===== config.mk =====
export PLATFORM = sky130hd
export DESIGN_NAME = epoch_anchored_loop_pacer_unit_flat
export DESIGN_NICKNAME = d
export VERILOG_FILES = /design/src/hdl/elp_pkg.sv /design/src/hdl/elp_if.sv /design/src/hdl/elp_alu.sv /design/src/hdl/epoch_anchored_loop_pacer_unit.sv /design/src/flat_wrapper.sv
export SDC_FILE = /design/constraint.sdc
export NUM_CORES = 2
export LEC_CHECK = 0
export ABC_CLOCK_PERIOD_IN_PS = 8900
export BUFFER_PORTS_ARGS = -buffer_cell sky130_fd_sc_hd__buf_2
export CAP_MARGIN = 20
export CELL_PAD_IN_SITES_DETAIL_PLACEMENT = 1
export CELL_PAD_IN_SITES_GLOBAL_PLACEMENT = 2
export CORE_ASPECT_RATIO = 0.9
export CORE_UTILIZATION = 35
export DETAILED_ROUTE_END_ITERATION = 12
export PLACE_DENSITY_LB_ADDON = 0.3
export SLEW_MARGIN = 20
export SYNTH_ARGS = -nofsm -noshare
export SYNTH_HDL_FRONTEND = slang
export SYNTH_HIERARCHICAL = 1
export SYNTH_SLANG_ARGS = --single-unit

===== constraint.sdc =====
create_clock -name clock -period 8.9 [get_ports clock]
set_input_delay 0 -clock clock [delete_from_list [all_inputs] [get_ports clock]]
set_output_delay 0 -clock clock [all_outputs]
set_load 0.02 [all_outputs]

===== src/hdl/elp_pkg.sv =====
// Shared types, constants and helper functions of the epoch anchored loop pacer.
`default_nettype none
package elp_pkg;

   // Event codes carried in the action field.
   typedef enum logic [1:0] {
      ACT_LOOP_START = 2'd0,
      ACT_WORK_DONE  = 2'd1,
      ACT_RECHECK    = 2'd2,
      ACT_ADVANCE    = 2'd3
   } action_type;

   localparam int ACTION_W    = 2;
   localparam int TIME_W      = 32;
   localparam int WAIT_W      = 16;
   localparam int COUNT_W     = 64;
   localparam int PERIOD_MS_W = 4;

   localparam logic [PERIOD_MS_W-1:0] PERIOD_MS_RESET = 4'd10;
   localparam logic [PERIOD_MS_W-1:0] PERIOD_MS_MIN   = 4'd1;
   localparam logic [PERIOD_MS_W-1:0] PERIOD_MS_MAX   = 4'd10;

   localparam int US_PER_MS_DEFAULT = 1000;

   // The rounded quotient numerator is one bit wider than a timestamp.
   localparam int DIV_STEPS = TIME_W + 1;
   localparam int CNT_W     = 6;

   // True when the word, read as a signed 32-bit value, is above zero.
   function automatic logic positive32(input logic [TIME_W-1:0] w);
      positive32 = (w != '0) && !w[TIME_W-1];
   endfunction

   // Saturates a 32-bit value to the 16-bit wait field.
   function automatic logic [WAIT_W-1:0] sat16(input logic [TIME_W-1:0] w);
      sat16 = (|w[TIME_W-1:WAIT_W]) ? '1 : w[WAIT_W-1:0];
   endfunction

endpackage
`default_nettype wire


===== src/hdl/elp_if.sv =====
// Channel interfaces of the loop pacer: event request, result response, period register write.
`default_nettype none
interface elp_req_if;
   import elp_pkg::*;
   logic                valid;
   logic                ready;
   logic [ACTION_W-1:0] action;
   logic [TIME_W-1:0]   timestamp_us;
   modport source (output valid, action, timestamp_us, input ready);
   modport sink   (input valid, action, timestamp_us, output ready);
endinterface

interface elp_rsp_if;
   import elp_pkg::*;
   logic               valid;
   logic               ready;
   logic [WAIT_W-1:0]  wait_us;
   logic [TIME_W-1:0]  elapsed_us;
   logic [TIME_W-1:0]  max_elapsed_us;
   logic [TIME_W-1:0]  overrun_count;
   logic [COUNT_W-1:0] loop_count;
   logic               wrap_seen;
   modport source (output valid, wait_us, elapsed_us, max_elapsed_us, overrun_count,
                   loop_count, wrap_seen, input ready);
   modport sink   (input valid, wait_us, elapsed_us, max_elapsed_us, overrun_count,
                   loop_count, wrap_seen, output ready);
endinterface

interface elp_csr_if;
   import elp_pkg::*;
   logic                   valid;
   logic                   ready;
   logic [PERIOD_MS_W-1:0] period_ms;
   modport source (output valid, period_ms, input ready);
   modport sink   (input valid, period_ms, output ready);
endinterface
`default_nettype wire


===== src/hdl/elp_alu.sv =====
// Shared add/subtract unit with an unsigned borrow flag, reused by the sequencer's arithmetic steps.
`default_nettype none
module elp_alu #(
   parameter int WIDTH = 33
) (
   input  wire logic [WIDTH-1:0] a,
   input  wire logic [WIDTH-1:0] b,
   input  wire logic             sub,
   output logic      [WIDTH-1:0] result,
   output logic                  borrow
);
   logic             carry;
   logic [WIDTH-1:0] b_eff;

   assign b_eff           = sub ? ~b : b;
   assign {carry, result} = {1'b0, a} + {1'b0, b_eff} + {{WIDTH{1'b0}}, sub};
   // For a subtraction a missing carry out means a < b.
   assign borrow          = sub & ~carry;
endmodule
`default_nettype wire


===== src/hdl/epoch_anchored_loop_pacer_unit.sv =====
// Top level of the epoch anchored loop pacer: event sequencer around one shared adder.
//
// Usage: events enter on req_chan (action, timestamp_us) and every accepted transaction
// yields exactly one transaction on rsp_chan carrying the wait to apply now and the loop
// statistics. csr_chan writes the loop period in milliseconds; values outside 1..10 are
// dropped, a valid value clears the epoch and the elapsed/overrun statistics. Writes are
// meant to arrive only while no event is in flight; the port is always ready.
// Sequencing: loop start, advance and recheck go from acceptance via ST_OUT to the result
// register. Work done runs ST_DIV if the work overran the period, then ST_FIX, ST_MUL,
// ST_TGT, ST_LEFT, ST_SCALE and ST_OUT. The multiply walks the PER_W bits of the period,
// PER_W being the bit width of 10 * US_PER_MS (14 for the default). The single adder runs
// a bit-serial restoring divide for the overrun catch-up, a shift-and-add multiply of the
// loop count by the period, then the target, remaining-time and 7/8 scaling steps.
// One event is processed at a time; req_chan.ready is high only while the sequencer is
// idle. A finished result waits in the output register, so the next event may be
// accepted while the receiver stalls; the sequencer only holds in its last step when
// the output register is still occupied.
// Reset (synchronous, active high) restores a 10 ms period and zero state, with no epoch.
`default_nettype none
module epoch_anchored_loop_pacer_unit #(
   parameter int US_PER_MS = elp_pkg::US_PER_MS_DEFAULT
) (
   input  wire logic  clock,
   input  wire logic  reset,
   elp_req_if.sink    req_chan,
   elp_rsp_if.source  rsp_chan,
   elp_csr_if.sink    csr_chan
);
   import elp_pkg::*;

   // The period in microseconds never exceeds the largest period times US_PER_MS.
   localparam int PER_MAX = 10 * US_PER_MS;
   localparam int PER_W   = $clog2(PER_MAX + 1);
   localparam int ALU_W   = (PER_W + 1 > DIV_STEPS) ? PER_W + 1 : DIV_STEPS;

   typedef enum logic [7:0] {
      ST_IDLE  = 8'b0000_0001,
      ST_DIV   = 8'b0000_0010,
      ST_FIX   = 8'b0000_0100,
      ST_MUL   = 8'b0000_1000,
      ST_TGT   = 8'b0001_0000,
      ST_LEFT  = 8'b0010_0000,
      ST_SCALE = 8'b0100_0000,
      ST_OUT   = 8'b1000_0000
   } state_type;

   state_type state_ff, state_in;

   // Architectural state.
   logic [PER_W-1:0]   per_ff, per_in;
   logic               epoch_valid_ff, epoch_valid_in;
   logic [TIME_W-1:0]  epoch_ff, epoch_in;
   logic [TIME_W-1:0]  begin_ff, begin_in;
   logic [TIME_W-1:0]  end_ff, end_in;
   logic [COUNT_W-1:0] pc_ff, pc_in;
   logic [TIME_W-1:0]  target_ff, target_in;
   logic               rp_ff, rp_in;
   logic [TIME_W-1:0]  elapsed_ff, elapsed_in;
   logic [TIME_W-1:0]  peak_ff, peak_in;
   logic [TIME_W-1:0]  overrun_ff, overrun_in;

   // Sequencer working registers.
   logic                 ovr_ff, ovr_in;
   logic                 wrap_ff, wrap_in;
   logic [WAIT_W-1:0]    wait_ff, wait_in;
   logic [CNT_W-1:0]     cnt_ff, cnt_in;
   logic [DIV_STEPS-1:0] num_ff, num_in;
   logic [DIV_STEPS-1:0] quo_ff, quo_in;
   logic [PER_W-1:0]     rem_ff, rem_in;
   logic [TIME_W-1:0]    acc_ff, acc_in;
   logic [TIME_W-1:0]    mcand_ff, mcand_in;
   logic [PER_W-1:0]     mplier_ff, mplier_in;

   // Result register.
   logic               rsp_valid_ff, rsp_valid_in;
   logic [WAIT_W-1:0]  rsp_wait_ff, rsp_wait_in;
   logic [TIME_W-1:0]  rsp_elapsed_ff, rsp_elapsed_in;
   logic [TIME_W-1:0]  rsp_peak_ff, rsp_peak_in;
   logic [TIME_W-1:0]  rsp_overrun_ff, rsp_overrun_in;
   logic [COUNT_W-1:0] rsp_count_ff, rsp_count_in;
   logic               rsp_wrap_ff, rsp_wrap_in;

   // Shared adder.
   logic [ALU_W-1:0] alu_a, alu_b, alu_res;
   logic             alu_sub, alu_borrow;

   elp_alu #(.WIDTH(ALU_W)) u_alu (
      .a      (alu_a),
      .b      (alu_b),
      .sub    (alu_sub),
      .result (alu_res),
      .borrow (alu_borrow)
   );

   logic                 req_fire;
   logic                 csr_fire;
   logic                 csr_legal;
   logic [PER_W:0]       div_trial;
   logic [TIME_W-1:0]    ts_elapsed;
   logic [TIME_W-1:0]    corr;
   logic [COUNT_W-1:0]   pc_fixed;
   logic [TIME_W-1:0]    alu_word;

   assign req_chan.ready = (state_ff == ST_IDLE);
   assign req_fire       = req_chan.valid & req_chan.ready;
   assign csr_chan.ready = 1'b1;
   assign csr_fire       = csr_chan.valid & csr_chan.ready;
   assign csr_legal      = (csr_chan.period_ms >= PERIOD_MS_MIN) &&
                           (csr_chan.period_ms <= PERIOD_MS_MAX);

   assign div_trial  = {rem_ff, num_ff[DIV_STEPS-1]};
   assign ts_elapsed = req_chan.timestamp_us - begin_ff;
   assign alu_word   = alu_res[TIME_W-1:0];
   assign corr       = alu_word;

   // Operand selection for the shared adder, by sequencer step.
   always_comb begin
      alu_a   = ALU_W'(target_ff);
      alu_b   = ALU_W'(req_chan.timestamp_us);
      alu_sub = 1'b1;
      case (state_ff)
         ST_DIV: begin
            alu_a   = ALU_W'(div_trial);
            alu_b   = ALU_W'(per_ff);
            alu_sub = 1'b1;
         end
         ST_MUL: begin
            alu_a   = ALU_W'(acc_ff);
            alu_b   = ALU_W'(mcand_ff);
            alu_sub = 1'b0;
         end
         ST_TGT: begin
            alu_a   = ALU_W'(acc_ff);
            alu_b   = ALU_W'(epoch_ff);
            alu_sub = 1'b0;
         end
         ST_LEFT: begin
            alu_a   = ALU_W'(target_ff);
            alu_b   = ALU_W'(end_ff);
            alu_sub = 1'b1;
         end
         ST_SCALE: begin
            alu_a   = ALU_W'(acc_ff);
            alu_b   = ALU_W'(acc_ff >> 3);
            alu_sub = 1'b1;
         end
         default: begin
            // Idle: recheck correction, target minus the sampled timestamp.
            alu_a   = ALU_W'(target_ff);
            alu_b   = ALU_W'(req_chan.timestamp_us);
            alu_sub = 1'b1;
         end
      endcase
   end

   // Catch-up and wrap repair applied to the loop count before the target is rebuilt.
   always_comb begin
      pc_fixed = pc_ff;
      if (ovr_ff) begin
         pc_fixed = pc_ff + COUNT_W'(quo_ff) - COUNT_W'(1);
      end
      if (wrap_ff) begin
         pc_fixed = COUNT_W'(1);
      end
   end

   always_comb begin
      state_in       = state_ff;
      per_in         = per_ff;
      epoch_valid_in = epoch_valid_ff;
      epoch_in       = epoch_ff;
      begin_in       = begin_ff;
      end_in         = end_ff;
      pc_in          = pc_ff;
      target_in      = target_ff;
      rp_in          = rp_ff;
      elapsed_in     = elapsed_ff;
      peak_in        = peak_ff;
      overrun_in     = overrun_ff;
      ovr_in         = ovr_ff;
      wrap_in        = wrap_ff;
      wait_in        = wait_ff;
      cnt_in         = cnt_ff;
      num_in         = num_ff;
      quo_in         = quo_ff;
      rem_in         = rem_ff;
      acc_in         = acc_ff;
      mcand_in       = mcand_ff;
      mplier_in      = mplier_ff;
      rsp_valid_in   = rsp_valid_ff & ~rsp_chan.ready;
      rsp_wait_in    = rsp_wait_ff;
      rsp_elapsed_in = rsp_elapsed_ff;
      rsp_peak_in    = rsp_peak_ff;
      rsp_overrun_in = rsp_overrun_ff;
      rsp_count_in   = rsp_count_ff;
      rsp_wrap_in    = rsp_wrap_ff;

      case (state_ff)
         ST_IDLE: begin
            if (req_fire) begin
               wait_in  = '0;
               wrap_in  = 1'b0;
               state_in = ST_OUT;
               case (action_type'(req_chan.action))
                  ACT_LOOP_START: begin
                     if (!epoch_valid_ff) begin
                        epoch_valid_in = 1'b1;
                        epoch_in       = req_chan.timestamp_us;
                        begin_in       = req_chan.timestamp_us;
                        pc_in          = COUNT_W'(1);
                     end
                  end
                  ACT_WORK_DONE: begin
                     end_in     = req_chan.timestamp_us;
                     elapsed_in = ts_elapsed;
                     if (ts_elapsed > peak_ff) begin
                        peak_in = ts_elapsed;
                     end
                     // The previous end time lying after this one means the clock wrapped.
                     wrap_in = end_ff > req_chan.timestamp_us;
                     ovr_in  = ts_elapsed > TIME_W'(per_ff);
                     if (ts_elapsed > TIME_W'(per_ff)) begin
                        overrun_in = overrun_ff + TIME_W'(1);
                        // Rounded quotient: (elapsed + period/2) / period.
                        num_in     = DIV_STEPS'(ts_elapsed) + DIV_STEPS'(per_ff >> 1);
                        rem_in     = '0;
                        quo_in     = '0;
                        cnt_in     = CNT_W'(DIV_STEPS - 1);
                        state_in   = ST_DIV;
                     end else begin
                        state_in = ST_FIX;
                     end
                  end
                  ACT_RECHECK: begin
                     if (rp_ff && positive32(corr) && (corr < TIME_W'(per_ff))) begin
                        wait_in = sat16(corr);
                     end
                  end
                  default: begin
                     begin_in = req_chan.timestamp_us;
                     pc_in    = pc_ff + COUNT_W'(1);
                  end
               endcase
            end
         end
         ST_DIV: begin
            // One restoring divide step per cycle, quotient bit shifted in from the right.
            rem_in = alu_borrow ? div_trial[PER_W-1:0] : alu_res[PER_W-1:0];
            quo_in = {quo_ff[DIV_STEPS-2:0], ~alu_borrow};
            num_in = num_ff << 1;
            cnt_in = cnt_ff - CNT_W'(1);
            if (cnt_ff == '0) begin
               state_in = ST_FIX;
            end
         end
         ST_FIX: begin
            pc_in = pc_fixed;
            if (wrap_ff) begin
               epoch_in = begin_ff;
            end
            acc_in    = '0;
            mcand_in  = pc_fixed[TIME_W-1:0];
            mplier_in = per_ff;
            cnt_in    = CNT_W'(PER_W - 1);
            state_in  = ST_MUL;
         end
         ST_MUL: begin
            // Shift-and-add multiply of the loop count by the period, modulo 2^32.
            if (mplier_ff[0]) begin
               acc_in = alu_word;
            end
            mcand_in  = mcand_ff << 1;
            mplier_in = mplier_ff >> 1;
            cnt_in    = cnt_ff - CNT_W'(1);
            if (cnt_ff == '0) begin
               state_in = ST_TGT;
            end
         end
         ST_TGT: begin
            target_in = alu_word;
            state_in  = ST_LEFT;
         end
         ST_LEFT: begin
            acc_in   = alu_word;
            rp_in    = positive32(alu_word);
            state_in = ST_SCALE;
         end
         ST_SCALE: begin
            wait_in  = rp_ff ? sat16(alu_word) : '0;
            state_in = ST_OUT;
         end
         ST_OUT: begin
            if (!rsp_valid_ff || rsp_chan.ready) begin
               rsp_valid_in   = 1'b1;
               rsp_wait_in    = wait_ff;
               rsp_elapsed_in = elapsed_ff;
               rsp_peak_in    = peak_ff;
               rsp_overrun_in = overrun_ff;
               rsp_count_in   = pc_ff;
               rsp_wrap_in    = wrap_ff;
               state_in       = ST_IDLE;
            end
         end
         default: begin
            state_in = ST_IDLE;
         end
      endcase

      // A legal period write restarts the epoch and clears the statistics.
      if (csr_fire && csr_legal) begin
         per_in         = PER_W'(csr_chan.period_ms * US_PER_MS);
         epoch_valid_in = 1'b0;
         elapsed_in     = '0;
         peak_in        = '0;
         overrun_in     = '0;
      end
   end

   always_ff @(posedge clock) begin
      if (reset) begin
         state_ff       <= ST_IDLE;
         per_ff         <= PER_W'(PERIOD_MS_RESET * US_PER_MS);
         epoch_valid_ff <= 1'b0;
         epoch_ff       <= '0;
         begin_ff       <= '0;
         end_ff         <= '0;
         pc_ff          <= '0;
         target_ff      <= '0;
         rp_ff          <= 1'b0;
         elapsed_ff     <= '0;
         peak_ff        <= '0;
         overrun_ff     <= '0;
         rsp_valid_ff   <= 1'b0;
      end else begin
         state_ff       <= state_in;
         per_ff         <= per_in;
         epoch_valid_ff <= epoch_valid_in;
         epoch_ff       <= epoch_in;
         begin_ff       <= begin_in;
         end_ff         <= end_in;
         pc_ff          <= pc_in;
         target_ff      <= target_in;
         rp_ff          <= rp_in;
         elapsed_ff     <= elapsed_in;
         peak_ff        <= peak_in;
         overrun_ff     <= overrun_in;
         rsp_valid_ff   <= rsp_valid_in;
      end
   end

   always_ff @(posedge clock) begin
      ovr_ff         <= ovr_in;
      wrap_ff        <= wrap_in;
      wait_ff        <= wait_in;
      cnt_ff         <= cnt_in;
      num_ff         <= num_in;
      quo_ff         <= quo_in;
      rem_ff         <= rem_in;
      acc_ff         <= acc_in;
      mcand_ff       <= mcand_in;
      mplier_ff      <= mplier_in;
      rsp_wait_ff    <= rsp_wait_in;
      rsp_elapsed_ff <= rsp_elapsed_in;
      rsp_peak_ff    <= rsp_peak_in;
      rsp_overrun_ff <= rsp_overrun_in;
      rsp_count_ff   <= rsp_count_in;
      rsp_wrap_ff    <= rsp_wrap_in;
   end

   assign rsp_chan.valid          = rsp_valid_ff;
   assign rsp_chan.wait_us        = rsp_wait_ff;
   assign rsp_chan.elapsed_us     = rsp_elapsed_ff;
   assign rsp_chan.max_elapsed_us = rsp_peak_ff;
   assign rsp_chan.overrun_count  = rsp_overrun_ff;
   assign rsp_chan.loop_count     = rsp_count_ff;
   assign rsp_chan.wrap_seen      = rsp_wrap_ff;

endmodule
`default_nettype wire


===== src/flat_wrapper.sv =====
// flat-port wrapper written by rule: the top's interface ports become plain ports
module epoch_anchored_loop_pacer_unit_flat import elp_pkg::*;
#(
   parameter int US_PER_MS = elp_pkg::US_PER_MS_DEFAULT
)
  (clock, reset, req_chan_valid, req_chan_action, req_chan_timestamp_us, req_chan_ready, rsp_chan_valid, rsp_chan_wait_us, rsp_chan_elapsed_us, rsp_chan_max_elapsed_us, rsp_chan_overrun_count, rsp_chan_loop_count, rsp_chan_wrap_seen, rsp_chan_ready, csr_chan_valid, csr_chan_period_ms, csr_chan_ready);
  elp_req_if req_chan_i ();
  elp_rsp_if rsp_chan_i ();
  elp_csr_if csr_chan_i ();
  input  wire logic clock;
  input  wire logic reset;
  input wire logic [$bits(req_chan_i.valid)-1:0] req_chan_valid;
  input wire logic [$bits(req_chan_i.action)-1:0] req_chan_action;
  input wire logic [$bits(req_chan_i.timestamp_us)-1:0] req_chan_timestamp_us;
  output wire logic [$bits(req_chan_i.ready)-1:0] req_chan_ready;
  output wire logic [$bits(rsp_chan_i.valid)-1:0] rsp_chan_valid;
  output wire logic [$bits(rsp_chan_i.wait_us)-1:0] rsp_chan_wait_us;
  output wire logic [$bits(rsp_chan_i.elapsed_us)-1:0] rsp_chan_elapsed_us;
  output wire logic [$bits(rsp_chan_i.max_elapsed_us)-1:0] rsp_chan_max_elapsed_us;
  output wire logic [$bits(rsp_chan_i.overrun_count)-1:0] rsp_chan_overrun_count;
  output wire logic [$bits(rsp_chan_i.loop_count)-1:0] rsp_chan_loop_count;
  output wire logic [$bits(rsp_chan_i.wrap_seen)-1:0] rsp_chan_wrap_seen;
  input wire logic [$bits(rsp_chan_i.ready)-1:0] rsp_chan_ready;
  input wire logic [$bits(csr_chan_i.valid)-1:0] csr_chan_valid;
  input wire logic [$bits(csr_chan_i.period_ms)-1:0] csr_chan_period_ms;
  output wire logic [$bits(csr_chan_i.ready)-1:0] csr_chan_ready;
  assign req_chan_i.valid = req_chan_valid;
  assign req_chan_i.action = req_chan_action;
  assign req_chan_i.timestamp_us = req_chan_timestamp_us;
  assign req_chan_ready = req_chan_i.ready;
  assign rsp_chan_valid = rsp_chan_i.valid;
  assign rsp_chan_wait_us = rsp_chan_i.wait_us;
  assign rsp_chan_elapsed_us = rsp_chan_i.elapsed_us;
  assign rsp_chan_max_elapsed_us = rsp_chan_i.max_elapsed_us;
  assign rsp_chan_overrun_count = rsp_chan_i.overrun_count;
  assign rsp_chan_loop_count = rsp_chan_i.loop_count;
  assign rsp_chan_wrap_seen = rsp_chan_i.wrap_seen;
  assign rsp_chan_i.ready = rsp_chan_ready;
  assign csr_chan_i.valid = csr_chan_valid;
  assign csr_chan_i.period_ms = csr_chan_period_ms;
  assign csr_chan_ready = csr_chan_i.ready;
  epoch_anchored_loop_pacer_unit #(.US_PER_MS(US_PER_MS)) u_core (.clock(clock), .reset(reset), .req_chan(req_chan_i), .rsp_chan(rsp_chan_i), .csr_chan(csr_chan_i));
endmodule

==> impl_metrics.yaml <==
global_routing:
  grt_use_total_pct: 23.95
  pin_count_of_the_biggest_net_entering_global_routing: 144
  grt_first_pass_wirelength_um: 216900
  initial_antenna_violation_count: 16
  global_route.overflow_total: 0
  grt_pass1_vias: 35050
floorplan:
  fp.dieH_um: 324.6
  initial_core_util_pct: 35.53
  boundaryPins: 223
  die_width_um: 360.4
  core_region_area_um2: 113900
  fp.dieArea_um2: 117000
  rows: 117
clock_tree:
  tritoncts: "built"
  postCtsSetupRepairBufs: 0
  holdBufCountCts: 44
  ctsRootBufferMaster: "sky130_fd_sc_hd__clkbuf_16"
  ctsResizeCount: 0
  clock_insertion_delay_worst_skew_ns: 0.70
  tritoncts_num_sinks: 669
  htree_num_levels: 3
  cts-buffers-inserted: 80
  cts.clk_slew.worst_paths_ns: 0.06
  ctsLongestPathBuffers: 3
yosys:
  post_synth_instance_area_um2: 40460
  yosysWarningCount: 6
  postSynthCellCount: 4589
  synth.avg_cell_area_um2: 8.817
sta:
  timing.final.crit_share_pct: 87.38
  hold_viol_final: 0
  timing.final.max_slew_violations: 0
  setup-violations-final: 0
  rsz0062_at_grt: "no"
  min_period_ns: 7.777
  clock-skew-final_ns: 0.02926
  max_clock_freq_ghz: 0.1286
  tightest_slew_ns: 1.127
  timing.slew.headroom_pct: 24.05
  setup_total_negative_slack_ns: 0
power:
  cellLeakagePower_nw: 18.30
  power.density_cell_area_nw_per_um2: 197.5
  power_frac_clock_pct: 37.4
  cellInternalPower_w: 0.006145
  comb_power_share_pct: 23.6
  ir_drop_mv: 0.1319
  p_sw_share_pct: 32.63
  netSwitchingPower_w: 0.002977
  sequentialPowerShare_pct: 39.1
setup_path:
  cp_common_cell: "sky130_fd_sc_hd__buf_4"
  worst_endpoint_data_arrival_time_ns: 8.34
  end_kind: "flip-flop"
  dominant_delay_contributor_by_cell_family_on_the_critical_path: "compound AO/OA/AOI/OAI gates"
  critPathRequiredTime_ns: 9.46
  timing.critical_path.buf_inv: 4
  critical_path.max_fanout: 37
  timing.setup.critical_path_class: "flip-flop to flip-flop"
  critical_path_cell_count: 29
  critical_path.startpoint_type: "flip-flop"
  critical_path.max_stage_delay_ns: 0.59
  crit_path_start: "u_core/state_ff[0]"
  worst_r2r_path_depth: 29
  worst_path_max_delay_cell: "sky130_fd_sc_hd__or4_1"
  r2r_start: "u_core/state_ff[0]"
  r2r_setup_slack_ns: 1.12
  timing.rr.end: "u_core/wait_ff[4]"
place:
  dpl.hpwl_um: 104700
  post-place-cells: 6116
  placement.io_buffers: 221
  gp_congestion: 0.8655
min_path:
  hold_depth: 4
  timing.hold.worst.start: "req_chan_action[0]"
  type_of_the_most_critical_hold_path: "primary input to flip-flop"
  worstHoldEndpoint: "u_core/state_ff[2]"
routing:
  drt-total-wl_um: 143200
  viasPerCell: 5.504
  route.detailed.drc: 0
  wl_per_cell_um: 22.69
  drt-initial-drc-count: 1922
  ant_nets: 0
  detailroute.via_count: 34740
  drt_pre_antenna_iters: 5
status:
  run_status: "completed"
cells_and_area:
  final_cells: 6312
  final_layout_size_suffix_gt1_share_pct: 9.973
  area_growth_syn_to_layout_pct: 14.16
  num-nets-final: 5113
job:
  drv_cap: 0
[metrics by stage]
stage | power, W | cell area [µm²] | utilization, % | hold WS [ns] | setup slack (ns)
global route | 0.009553 | 46180 | 40.55 | 0.06442 | 0.6011
floorplan | 0.005004 | 40470 | - | 0.1360 | 2.078
finish | 0.009122 | 46190 | 40.56 | 0.06505 | 1.123
CTS | 0.009214 | 46170 | 40.54 | 0.004194 | 0.8503
detailed placement | 0.005749 | 43070 | 37.81 | 0.3252 | 0.8719
global placement | 0.005708 | 43070 | 37.81 | 0.3204 | 1.095
[flip-flops by register name, summed over array words and instances, names as in the netlist, 33 cells and up]
| signal | count |
|---|---|
| u_core/pc_ff | 64 |
| u_core/rsp_chan.loop_count | 64 |
| u_core/quo_ff | 33 |
| u_core/num_ff | 33 |
[cell usage in the layout (no fill, tap or decap), types with 33 or more instances in the layout]
cell,n
sky130_fd_sc_hd__nand2_1,774
sky130_fd_sc_hd__nand4_1,62
sky130_fd_sc_hd__nand3_1,86
sky130_fd_sc_hd__inv_1,333
sky130_fd_sc_hd__ha_1,303
sky130_fd_sc_hd__nor3_1,60
sky130_fd_sc_hd__xnor2_1,97
sky130_fd_sc_hd__dfxtp_1,310
sky130_fd_sc_hd__o21ai_0,195
sky130_fd_sc_hd__buf_4,58
sky130_fd_sc_hd__dlygate4sd3_1,44
sky130_fd_sc_hd__a21oi_1,367
sky130_fd_sc_hd__or3_1,42
sky130_fd_sc_hd__buf_2,220
sky130_fd_sc_hd__a22oi_1,46
sky130_fd_sc_hd__clkbuf_16,80
sky130_fd_sc_hd__and2_1,51
sky130_fd_sc_hd__a311oi_1,36
sky130_fd_sc_hd__a21o_1,84
sky130_fd_sc_hd__a31oi_1,40
sky130_fd_sc_hd__edfxtp_1,359
sky130_fd_sc_hd__nor2_1,338
sky130_fd_sc_hd__and3_1,40
sky130_fd_sc_hd__mux2i_1,90
sky130_fd_sc_hd__xor2_1,79
sky130_fd_sc_hd__nor2b_1,33
sky130_fd_sc_hd__o21a_1,41
[worst register-to-register path, delay by kind of cell, from the launching register on]
family | cells | cell delay (ns)
AOI/OAI and AO/OA | 13 | 2.94
and+or+nand+nor | 9 | 2.46
buffers and inverters | 4 | 1.18
DFF | 1 | 0.41
xor gates and xnor gates | 2 | 0.37
adders and majority gates | 1 | 0.31
[power by group through the flow]
stage | clock (W) | combinational [W] | sequential [W]
after detailed placement | 0 | 0.00212 | 0.00363
after CTS | 0.00350 | 0.00215 | 0.00357
after global placement | 0 | 0.00208 | 0.00363
final | 0.00341 | 0.00215 | 0.00357
after global routing | 0.00361 | 0.00237 | 0.00358
after floorplan | 0 | 0.00137 | 0.00363
[routing by layer]
layer	share of wire [%]	track usage, %
met4	2.8	6.883
met2	46	38.70
met1	46	32.30
met3	5.6	4.748
met5	0.068	0
[worst max path at each step]
stage                     slack [ns]                 end
after detailed placement        0.87   u_core/wait_ff[4]
after CTS                       0.85   u_core/wait_ff[4]
after global placement          1.10   u_core/wait_ff[7]
after floorplan                 2.08  u_core/wait_ff[13]
final                           1.12   u_core/wait_ff[4]
after global routing            0.60   u_core/wait_ff[4]
[cell type report]
class | count | area [µm²]
diodes | 2 | 5.005
clock buffers | 109 | 2121
multi-input cells | 3344 | 21380
well taps | 1487 | 1861
flip-flops and latches | 669 | 16990
repair buffers | 325 | 2031
inverters | 336 | 1261
clock inverters | 40 | 544.3
fillers | 13270 | 67700
No activity file was read; power rests on OpenSTA's default activity.
